[config.mk]
export PLATFORM = sky130hd
export DESIGN_NAME = selection_sorter_core
export DESIGN_NICKNAME = d
export VERILOG_FILES = /design/src/hw/rtl/selsort_pkg.sv /design/src/hw/rtl/selsort_store.sv /design/src/hw/rtl/selsort_min.sv /design/src/hw/rtl/selection_sorter_core.sv
export SDC_FILE = /design/constraint.sdc
export NUM_CORES = 2
export LEC_CHECK = 0
export ABC_AREA = 1
export BUFFER_PORTS_ARGS = -buffer_cell sky130_fd_sc_hd__clkbuf_2
export CORE_MARGIN = 8
export CORE_UTILIZATION = 50
export DETAILED_ROUTE_END_ITERATION = 16
export PLACE_DENSITY = 0.73
export REMOVE_ABC_BUFFERS = 1
export SLEW_MARGIN = 0
export SYNTH_ARGS = -nofsm -noshare
export SYNTH_HDL_FRONTEND = slang
export SYNTH_SLANG_ARGS = --single-unit
export TNS_END_PERCENT = 10
[constraint.sdc]
create_clock -name clk -period 10.1 [get_ports clk]
set_clock_uncertainty 0.2 [all_clocks]
set_input_delay 0.505 -clock clk [delete_from_list [all_inputs] [get_ports clk]]
set_output_delay 0.505 -clock clk [all_outputs]
set_load 0.005 [all_outputs]
[src/hw/rtl/selsort_pkg.sv]
package selsort_pkg;

  localparam int unsigned DATA_W = 32;

  // sequencer states
  typedef enum logic [2:0] {
    S_LOAD = 3'b001,
    S_SCAN = 3'b010,
    S_EMIT = 3'b100
  } state_t;

  // tag that travels with each store read
  typedef struct packed {
    logic vld;
    logic first;
  } scan_t;

endpackage

[src/hw/rtl/selsort_store.sv]
module selsort_store #(
  parameter int unsigned DEPTH = 64,
  parameter int unsigned AW    = 6
) (
  input  logic                               clk,
  input  logic                               we,
  input  logic [AW-1:0]                      waddr,
  input  logic [selsort_pkg::DATA_W-1:0]     wdata,
  input  logic                               re,
  input  logic [AW-1:0]                      raddr,
  output logic [selsort_pkg::DATA_W-1:0]     rd_data
);

  logic [selsort_pkg::DATA_W-1:0] mem [DEPTH];

  always_ff @(posedge clk) begin
    if (we) begin
      mem[waddr] <= wdata;
    end
    if (re) begin
      rd_data <= mem[raddr];
    end
  end

endmodule

[src/hw/rtl/selsort_min.sv]
module selsort_min #(
  parameter int unsigned AW = 6
) (
  input  logic                               clk,
  input  selsort_pkg::scan_t                 rd,
  input  logic [AW-1:0]                      rd_idx,
  input  logic [selsort_pkg::DATA_W-1:0]     rd_data,
  output logic [selsort_pkg::DATA_W-1:0]     best_val,
  output logic [AW-1:0]                      best_idx,
  output logic [selsort_pkg::DATA_W-1:0]     pos_val
);

  logic lt;

  // strict signed less-than keeps the first minimum found
  assign lt = $signed(rd_data) < $signed(best_val);

  always_ff @(posedge clk) begin
    if (rd.vld) begin
      if (rd.first) begin
        best_val <= rd_data;
        best_idx <= rd_idx;
        pos_val  <= rd_data;
      end else if (lt) begin
        best_val <= rd_data;
        best_idx <= rd_idx;
      end
    end
  end

endmodule

[src/hw/rtl/selection_sorter_core.sv]
// channel | handshake            | payload
// in      | in_valid / in_ready  | value, is_last
// out     | out_valid / out_ready| sorted_value, last_out, overflow
//
// loading takes one cycle per item; nothing comes out until the item marked last
// sorting a batch: for each position in turn, the store is read from that position to
// the last stored value through its single read port into the one comparator; then the
// minimum is emitted and the position's old value moves to where it was found
// each sorted value leaves through an output register as soon as its position is done
// reset clears the count, the drop flag and the output valid; the store is not cleared
// in_ready is low from the last item of a batch until its final result is registered
module selection_sorter_core #(
  parameter int unsigned CAPACITY = 64
) (
  input  logic               clk,
  input  logic               rst,
  input  logic               in_valid,
  output logic               in_ready,
  input  logic signed [31:0] value,
  input  logic               is_last,
  output logic               out_valid,
  input  logic               out_ready,
  output logic signed [31:0] sorted_value,
  output logic               last_out,
  output logic               overflow
);

  localparam int unsigned AW = (CAPACITY > 1) ? $clog2(CAPACITY) : 1;
  localparam int unsigned CW = $clog2(CAPACITY + 1);

  selsort_pkg::state_t state;
  logic [CW-1:0]       count;
  logic                dropped;
  logic [CW-1:0]       pos;
  logic [CW-1:0]       issue_idx;
  selsort_pkg::scan_t  rd;
  logic [AW-1:0]       rd_idx;

  logic                             in_acc;
  logic                             full;
  logic                             issue;
  logic                             emit_go;
  logic                             last_pos;
  logic                             st_we;
  logic [AW-1:0]                    st_waddr;
  logic [selsort_pkg::DATA_W-1:0]   st_wdata;
  logic [selsort_pkg::DATA_W-1:0]   rd_data;
  logic [selsort_pkg::DATA_W-1:0]   best_val;
  logic [AW-1:0]                    best_idx;
  logic [selsort_pkg::DATA_W-1:0]   pos_val;

  assign in_ready = (state == selsort_pkg::S_LOAD);
  assign in_acc   = in_valid && in_ready;
  assign full     = (count == CW'(CAPACITY));
  assign issue    = (state == selsort_pkg::S_SCAN) && (issue_idx != count);
  assign emit_go  = (state == selsort_pkg::S_EMIT) && (!out_valid || out_ready);
  assign last_pos = ((pos + CW'(1)) == count);

  // emit writes the old value of this position where the minimum was found
  always_comb begin
    st_we    = (in_acc && !full) || emit_go;
    st_waddr = emit_go ? best_idx : count[AW-1:0];
    st_wdata = emit_go ? pos_val : value;
  end

  selsort_store #(
    .DEPTH (CAPACITY),
    .AW    (AW)
  ) u_store (
    .clk     (clk),
    .we      (st_we),
    .waddr   (st_waddr),
    .wdata   (st_wdata),
    .re      (issue),
    .raddr   (issue_idx[AW-1:0]),
    .rd_data (rd_data)
  );

  selsort_min #(
    .AW (AW)
  ) u_min (
    .clk      (clk),
    .rd       (rd),
    .rd_idx   (rd_idx),
    .rd_data  (rd_data),
    .best_val (best_val),
    .best_idx (best_idx),
    .pos_val  (pos_val)
  );

  always_ff @(posedge clk) begin
    if (rst) begin
      state     <= selsort_pkg::S_LOAD;
      count     <= '0;
      dropped   <= 1'b0;
      pos       <= '0;
      issue_idx <= '0;
      rd        <= '0;
      out_valid <= 1'b0;
    end else begin
      rd.vld   <= issue;
      rd.first <= (issue_idx == pos);
      if (out_valid && out_ready && !emit_go) begin
        out_valid <= 1'b0;
      end
      unique case (state)
        selsort_pkg::S_LOAD: begin
          if (in_acc) begin
            if (full) begin
              dropped <= 1'b1;
            end else begin
              count <= count + CW'(1);
            end
            if (is_last) begin
              state     <= selsort_pkg::S_SCAN;
              pos       <= '0;
              issue_idx <= '0;
            end
          end
        end
        selsort_pkg::S_SCAN: begin
          if (issue) begin
            issue_idx <= issue_idx + CW'(1);
          end else if (!rd.vld) begin
            state <= selsort_pkg::S_EMIT;
          end
        end
        selsort_pkg::S_EMIT: begin
          if (emit_go) begin
            out_valid <= 1'b1;
            if (last_pos) begin
              state   <= selsort_pkg::S_LOAD;
              count   <= '0;
              dropped <= 1'b0;
            end else begin
              pos       <= pos + CW'(1);
              issue_idx <= pos + CW'(1);
              state     <= selsort_pkg::S_SCAN;
            end
          end
        end
        default: begin
          state <= selsort_pkg::S_LOAD;
        end
      endcase
    end
  end

  always_ff @(posedge clk) begin
    rd_idx <= issue_idx[AW-1:0];
    if (emit_go) begin
      sorted_value <= best_val;
      last_out     <= last_pos;
      overflow     <= dropped;
    end
  end

  a_count_range: assert property (@(posedge clk) disable iff (rst)
    count <= CW'(CAPACITY))
    else $error("element count beyond capacity");

  a_scan_bounds: assert property (@(posedge clk) disable iff (rst)
    (state == selsort_pkg::S_SCAN) |-> (issue_idx <= count) && (pos < count))
    else $error("scan index outside the stored set");

  a_last_starts_sort: assert property (@(posedge clk) disable iff (rst)
    (in_valid && in_ready && is_last) |=>
      (state == selsort_pkg::S_SCAN) && (pos == '0) && (count != '0))
    else $error("last item did not start a sort");

endmodule
After elaboration in Yosys (flattened, before gate mapping)
Memories as Yosys holds them, arrays and structs flattened. A register that Yosys moved wholly into a read port is not among the register bits.
Cells that the tools add are included.
{"block": "totals", "wordCells": 93, "reg_bits": 138, "mem_bits_rw": 2048, "mem_count": 1, "in_bits": 37}
{"memory": "u_store.mem", "words": 64, "width": 32, "read_ports": 1, "rd_clocked_by_memory_dff": 1, "write_ports": 1, "line_no": "selsort_store.sv:14", "text": "logic [selsort_pkg::DATA_W-1:0] mem [DEPTH];"}
{"block": "op_classes", "reduce_logical": 21, "mux": 35, "addsub": 3, "magnitude_cmp": 1, "eq_ne": 17}
{"op": "two-way mux 32 bit", "count": 3}
{"op": "two-way mux 7 bit", "count": 9}
{"op": "< comparator 32 bit", "count": 1}
{"op": "case mux 7 bit (2 select lines)", "count": 2}
{"op": "adder 7 x 1 -> 7 bit (second input constant)", "count": 3}
{"op": "case mux 7 bit (3 select lines)", "count": 1}
{"op": "AND reduction 5 bit", "count": 4}
{"op": "two-way mux 6 bit", "count": 3}
{"op": "two-way mux 3 bit", "count": 5}
{"op": "equality test 7 bit", "count": 2}
{"op": "inequality test 2 bit (second input constant)", "count": 7}
{"op": "two-way mux 1 bit", "count": 9}
{"op": "case mux 3 bit (3 select lines)", "count": 1}
{"op": "equality test 7 bit (second input constant)", "count": 1}
{"op": "inequality test 7 bit", "count": 1}
{"op": "logical AND 1 bit", "count": 6}
{"op": "inequality test 2 x 1 -> 1 bit (second input constant)", "count": 3}
{"op": "AND reduction 6 bit", "count": 1}
{"op": "AND reduction 2 bit", "count": 2}
{"op": "nonzero test 2 bit", "count": 2}
{"op": "equality test 3 x 1 -> 1 bit (second input constant)", "count": 1}
{"op": "equality test 3 x 2 -> 1 bit (second input constant)", "count": 1}
{"op": "equality test 3 bit (second input constant)", "count": 1}
{"op": "logical NOT 1 bit", "count": 3}
{"op": "other kinds (4)", "count": 5}

Longest topological paths before layout
{"block": "logic_depth", "depth_word": 8, "mapped_depth": 15, "mapped_depth_nobuf": 15}

Modules after synthesis
A second synthesis with hierarchy kept.
{"block": "hier_totals", "cells_unflattened": 7459, "hier_area_um2": 89558.4}
{"module": "selsort_store", "seq_area_each_um2": 62459.9, "n_inst": 1, "cells_per_inst": 6769, "area_per_inst_um2": 83058.4}
{"module": "selection_sorter_core", "seq_area_each_um2": 1701.6, "n_inst": 1, "cells_per_inst": 483, "area_per_inst_um2": 3555.9}
{"module": "selsort_min", "seq_area_each_um2": 2102.0, "n_inst": 1, "cells_per_inst": 207, "area_per_inst_um2": 2944.1}

Worst setup path after synthesis
OpenSTA, ideal clock, no wires.
{"block": "synth_timing", "path_type": "in2reg", "startpoint": "input port out_ready", "endpoint": "memory u_store.mem[0][0] in the netlist's numbering, enable pin", "arrival_time_ns": 2.846, "setup_time_ns": 0.421, "path_stages": 10, "n_path_buf": 1, "setup_slack_ns": 6.632, "cell_sequence": "inv_1 nand2_1 nand2_4 buf_6 nand2_1 o21ai_1 inv_1 nor2_1 nand2_1 nor2_1"}
{"block": "synth_via", "elab_chain_cells": 5, "elab_cells_between_ends": 6, "classes_between": "mux: 3; reduce/logical: 3"}
{"element": "from (decl)", "line_no": "selection_sorter_core.sv:22", "text": "input logic out_ready,"}
{"element": "logical OR 1 bit *", "line_no": "selection_sorter_core.sv:56", "text": "assign emit_go = (state == selsort_pkg::S_EMIT) && (!out_valid || out_ready);"}
{"element": "logical AND 1 bit *", "line_no": "selection_sorter_core.sv:56"}
{"element": "logical OR 1 bit", "line_no": "selection_sorter_core.sv:61", "text": "st_we = (in_acc && !full) || emit_go;"}
{"element": "two-way mux 1 bit", "line_no": "selsort_store.sv:17", "text": "if (we) begin"}
{"element": "two-way mux 1 bit (not written as such)", "line_no": "selsort_store.sv:18", "text": "mem[waddr] <= wdata;"}
{"element": "to (decl)", "line_no": "selsort_store.sv:14"}
Mark *: on every way between the ends. The rest lies on a longest branch, timed or not.

Worst setup path in the final report
{"block": "layout_timing", "startpoint": "register issue_idx[0]", "endpoint": "register u_store.rd_data[2] in the netlist's numbering, read port of u_store.mem, data pin"}
{"block": "layout_via", "elab_chain_cells": 2}
{"element": "from (decl)", "line_no": "selection_sorter_core.sv:35", "text": "logic [CW-1:0] issue_idx;"}
{"element": "from (signal assigned)", "line_no": "selection_sorter_core.sv:123", "text": "issue_idx <= issue_idx + CW'(1);"}
{"element": "from (signal assigned)", "line_no": "selection_sorter_core.sv:137", "text": "issue_idx <= pos + CW'(1);"}
{"element": "inequality test 7 bit", "line_no": "selection_sorter_core.sv:55", "text": "assign issue = (state == selsort_pkg::S_SCAN) && (issue_idx != count);"}
{"element": "logical AND 1 bit", "line_no": "selection_sorter_core.sv:55"}
{"element": "to (decl)", "line_no": "selsort_store.sv:11", "text": "output logic [selsort_pkg::DATA_W-1:0] rd_data"}
Parallel ways exist; a longest one is shown, timed or not.
A chain may end at the register's enable or synchronous reset.

==> results.py <==
metrics = {
    "synth": {
        "yosys_register_bits": 2218,
        "synth_ff_type": "edfxtp_1",
        "synth_enable_flop_cells": 2184,
        "syn_inst": 6854,
        "synth_cell_types": 45,
        "yosysWarningCount": 0,
        "ys_seq_area_share_pct": 75.42,
        "syn_area_sq_um": 87860,
        "synth_top_area_cell": "edfxtp_1",
        "synth_top_cell_area_share_pct": 74.65,
        "syn_area_per_cell_sq_um": 12.82,
        "synthArstFlopShare_pct": 0,
        "yosys-top-cells-area": "edfxtp_1 75%, o21ai_0 5.9%, nor2_1 4.9%, o22ai_1 3.7%, nand2_1 3.3%",
    },
    "placed_design": {
        "gp_congestion": 0.8998,
        "dpl.cell_count": 8940,
        "hpwl_um": 129100,
        "preCtsSetupSlack_ns": 4.833,
        "port_buffers": 72,
        "placed_area_sq_um": 90870,
    },
    "global_route": {
        "grt.total_usage_pct": 25.37,
        "antenna_found_initial": 15,
        "grt_remaining_overflow": 0,
        "grt_pass1_wl_um": 363400,
        "grt_pass1_vias": 55875,
        "grt_max_degree": 224,
    },
    "routing": {
        "via_per_inst": 6.245,
        "wirelength_um": 250600,
        "drt_iter0_drc": 9073,
        "wl_per_cell_um": 26.86,
        "dr.pass1.iters": 9,
        "via_count": 58266,
        "ant_nets": 0,
        "drc_errors": 0,
    },
    "floorplan": {
        "core_area_sq_um": 175300,
        "die_area_sq_um": 189400,
        "rows": 154,
        "die_h_um": 435.2,
        "start_util_pct": 50.11,
        "io_pins": 73,
        "die_w_um": 435.2,
    },
    "timing": {
        "min_period_over_period_pct": 53.77,
        "holdWs_ns": 0.07671,
        "rsz0062_at_grt": "no",
        "setup_viol": 0,
        "tns_ns": 0,
        "maxSlewViolCount": 0,
        "fmax_ghz": 0.1841,
        "tightest_slew_ns": 1.273,
        "worst_slack_ns": 4.669,
        "slew-limit-headroom_pct": 14.50,
        "fin_crit_ns": 5.431,
        "hold_viol": 0,
    },
    "power": {
        "leakagePower_nw": 32.19,
        "p_per_area_nw_per_um2": 237.1,
        "power_mw": 23.14,
        "peakVddDrop_mv": 0.1991,
    },
    "layout": {
        "design_area_sq_um": 97580,
        "drive_gt1_share_pct": 9.226,
        "final_util_pct": 55.65,
        "num-nets-final": 6885,
        "instances_no_fill": 9330,
        "area_delta_synth_final_pct": 11.06,
    },
    "setup_path": {
        "cp.arrival_ns": 5.93,
        "start_kind": "flip-flop",
        "cp_max_fo": 171,
        "worstSetupEndpointType": "flip-flop",
        "worstPathRequired_ns": 10.60,
        "crit_type": "flip-flop to flip-flop",
    },
    "clock_network": {
        "clk_path_buf_depth": 3,
        "tritoncts": "done",
        "cts.reportedPaths.clkPinSlew_ns": 0.06,
        "cts_root_buf": "clkbuf_16",
        "cts_resized": 0,
        "clk_latency_ns": 0.86,
        "clock_sinks": 2218,
        "htree_levels": 4,
        "cts-buffers-inserted": 205,
    },
    "flow_run": {
        "max_cap_violations": 0,
    },
    "hold_path": {
        "worst_hold_path_type": "primary input to flip-flop",
    },
    "run_status": {
        "status": "finished clean",
    },
}
timing repair:
action                    4_1_cts  5_1_grt
hold endpoints to repair       22        0
buffers inserted                0        0
hold buffers                    6        0
registers in the layout, indices dropped and copies added, names as in the netlist, 2 cells and up:
| name | count |
|---|---|
| count | 7 |
| issue_idx | 7 |
| pos | 7 |
| rd | 2 |
| rd_idx | 6 |
| sorted_value | 32 |
| state | 3 |
| u_min.best_idx | 6 |
| u_min.best_val | 32 |
| u_min.pos_val | 32 |
| u_store.mem | 2048 |
| u_store.rd_data | 32 |
final cells by class:
cell class	count	area [sq um]
clock inverter	114	1116
timing repair buffer	215	1536
antenna	10	25.02
fill	13662	77770
sequential	2218	66280
multi-input combinational	4093	19850
inverter	80	337.8
tap	2340	2928
clock buffer	260	5502
logic make-up after synthesis:
kind of cell | count (synthesis) | synth area share (%)
buf+inv | 543 | 2.632
xor+xnor | 15 | 0.1495
compound gates | 1663 | 10.30
flops | 2218 | 75.42
simple gates | 2380 | 11.00
fa+ha+maj | 35 | 0.4984
placed cells by master (no fill, tap or decap), types with 4 or more instances in the layout:
| master | netlist | layout |
|---|---|---|
| a21oi_1 | 46 | 45 |
| and2_1 | 17 | 17 |
| buf_12 | 0 | 7 |
| buf_4 | 15 | 130 |
| bufinv_16 | 0 | 18 |
| clkbuf_1 | 282 | 43 |
| clkbuf_16 | 0 | 209 |
| clkbuf_2 | 2 | 72 |
| clkbuf_8 | 0 | 8 |
| clkinv_1 | 4 | 43 |
| clkinv_2 | 0 | 33 |
| clkinv_8 | 0 | 7 |
| clkinvlp_4 | 0 | 5 |
| dfxtp_1 | 34 | 28 |
| dfxtp_4 | 0 | 5 |
| diode_2 | 0 | 10 |
| dlygate4sd3_1 | 0 | 6 |
| edfxtp_1 | 2184 | 2184 |
| ha_1 | 35 | 35 |
| inv_1 | 69 | 65 |
| inv_2 | 6 | 9 |
| inv_6 | 0 | 6 |
| nand2_1 | 780 | 747 |
| nand2_2 | 3 | 36 |
| nand3_1 | 378 | 378 |
| nand4_1 | 17 | 17 |
| nand4_2 | 8 | 8 |
| nor2_1 | 1156 | 1092 |
| nor2_2 | 4 | 4 |
| nor2_4 | 1 | 65 |
| nor3_1 | 4 | 4 |
| o211ai_1 | 16 | 16 |
| o21ai_0 | 1028 | 1028 |
| o21ai_1 | 45 | 45 |
| o21ai_2 | 4 | 4 |
| o22ai_1 | 517 | 517 |
| xnor2_1 | 4 | 4 |
| xor2_1 | 11 | 11 |
path summary, 6_finish.rpt:
| check | startpoint | endpoint | slack, ns | cells past startpoint |
|---|---|---|---|---|
| hold / removal | value[8] | u_store.mem[19][8]$_DFFE_PP_ | 0.08 | 3 |
| setup reg to reg | issue_idx[0]$_SDFFE_PP0P_ | u_store.rd_data[2]$_DFFE_PP_ | 4.67 | 9 |
| setup / recovery | issue_idx[0]$_SDFFE_PP0P_ | u_store.rd_data[2]$_DFFE_PP_ | 4.67 | 9 |
| hold reg to reg | rd_idx[3]$_DFF_P_ | u_min.best_idx[3]$_DFFE_PP_ | 0.21 | 0 |
synthesized netlist by cell type (2+ instances only):
library cell / count
o21ai_1: 45
buf_1: 24
nand4_2: 8
buf_6: 6
ha_1: 35
nor2_1: 1156
nand2_2: 3
nand4_1: 17
nand2_1: 780
a21oi_1: 46
o211ai_1: 16
o21ai_0: 1028
o22ai_1: 517
xnor2_1: 4
nand3_2: 3
nor3_1: 4
xor2_1: 11
and2_1: 17
clkinv_1: 4
nand3_1: 378
buf_4: 15
nor2_2: 4
clkbuf_2: 2
dfxtp_1: 34
o21bai_1: 2
buf_2: 134
inv_1: 69
clkbuf_1: 282
edfxtp_1: 2184
nor4_1: 3
inv_2: 6
o21ai_2: 4
critical path, cell delays in order (launching register included):
cell and delay (ns):
dfxtp_4 0.73, buf_12 0.52, buf_4 0.91, buf_4 0.88, o21ai_0 0.23, o22ai_1 0.23, o21ai_0 0.11, o211ai_1 0.43
nand3_1 0.50, nand2_1 0.19
metal layers:
layer	wire, um	global-route usage, %	vias up
met5	42	0	-
met2	112300	39.04	4017
met1	90360	32.94	28463
met4	16960	15.19	6
met3	30930	6.009	664
li1	-	-	25116
report_power, final:
group          leakage [nW]  switching (mW)  total (mW)  internal (mW)
registers              19.9           0.220        10.6           10.4
clock network          3.23            3.36        7.67           4.31
logic                  9.04            3.64        4.88           1.25
total                  32.2            7.21        23.1           15.9
(Power assumes the default switching activity.)
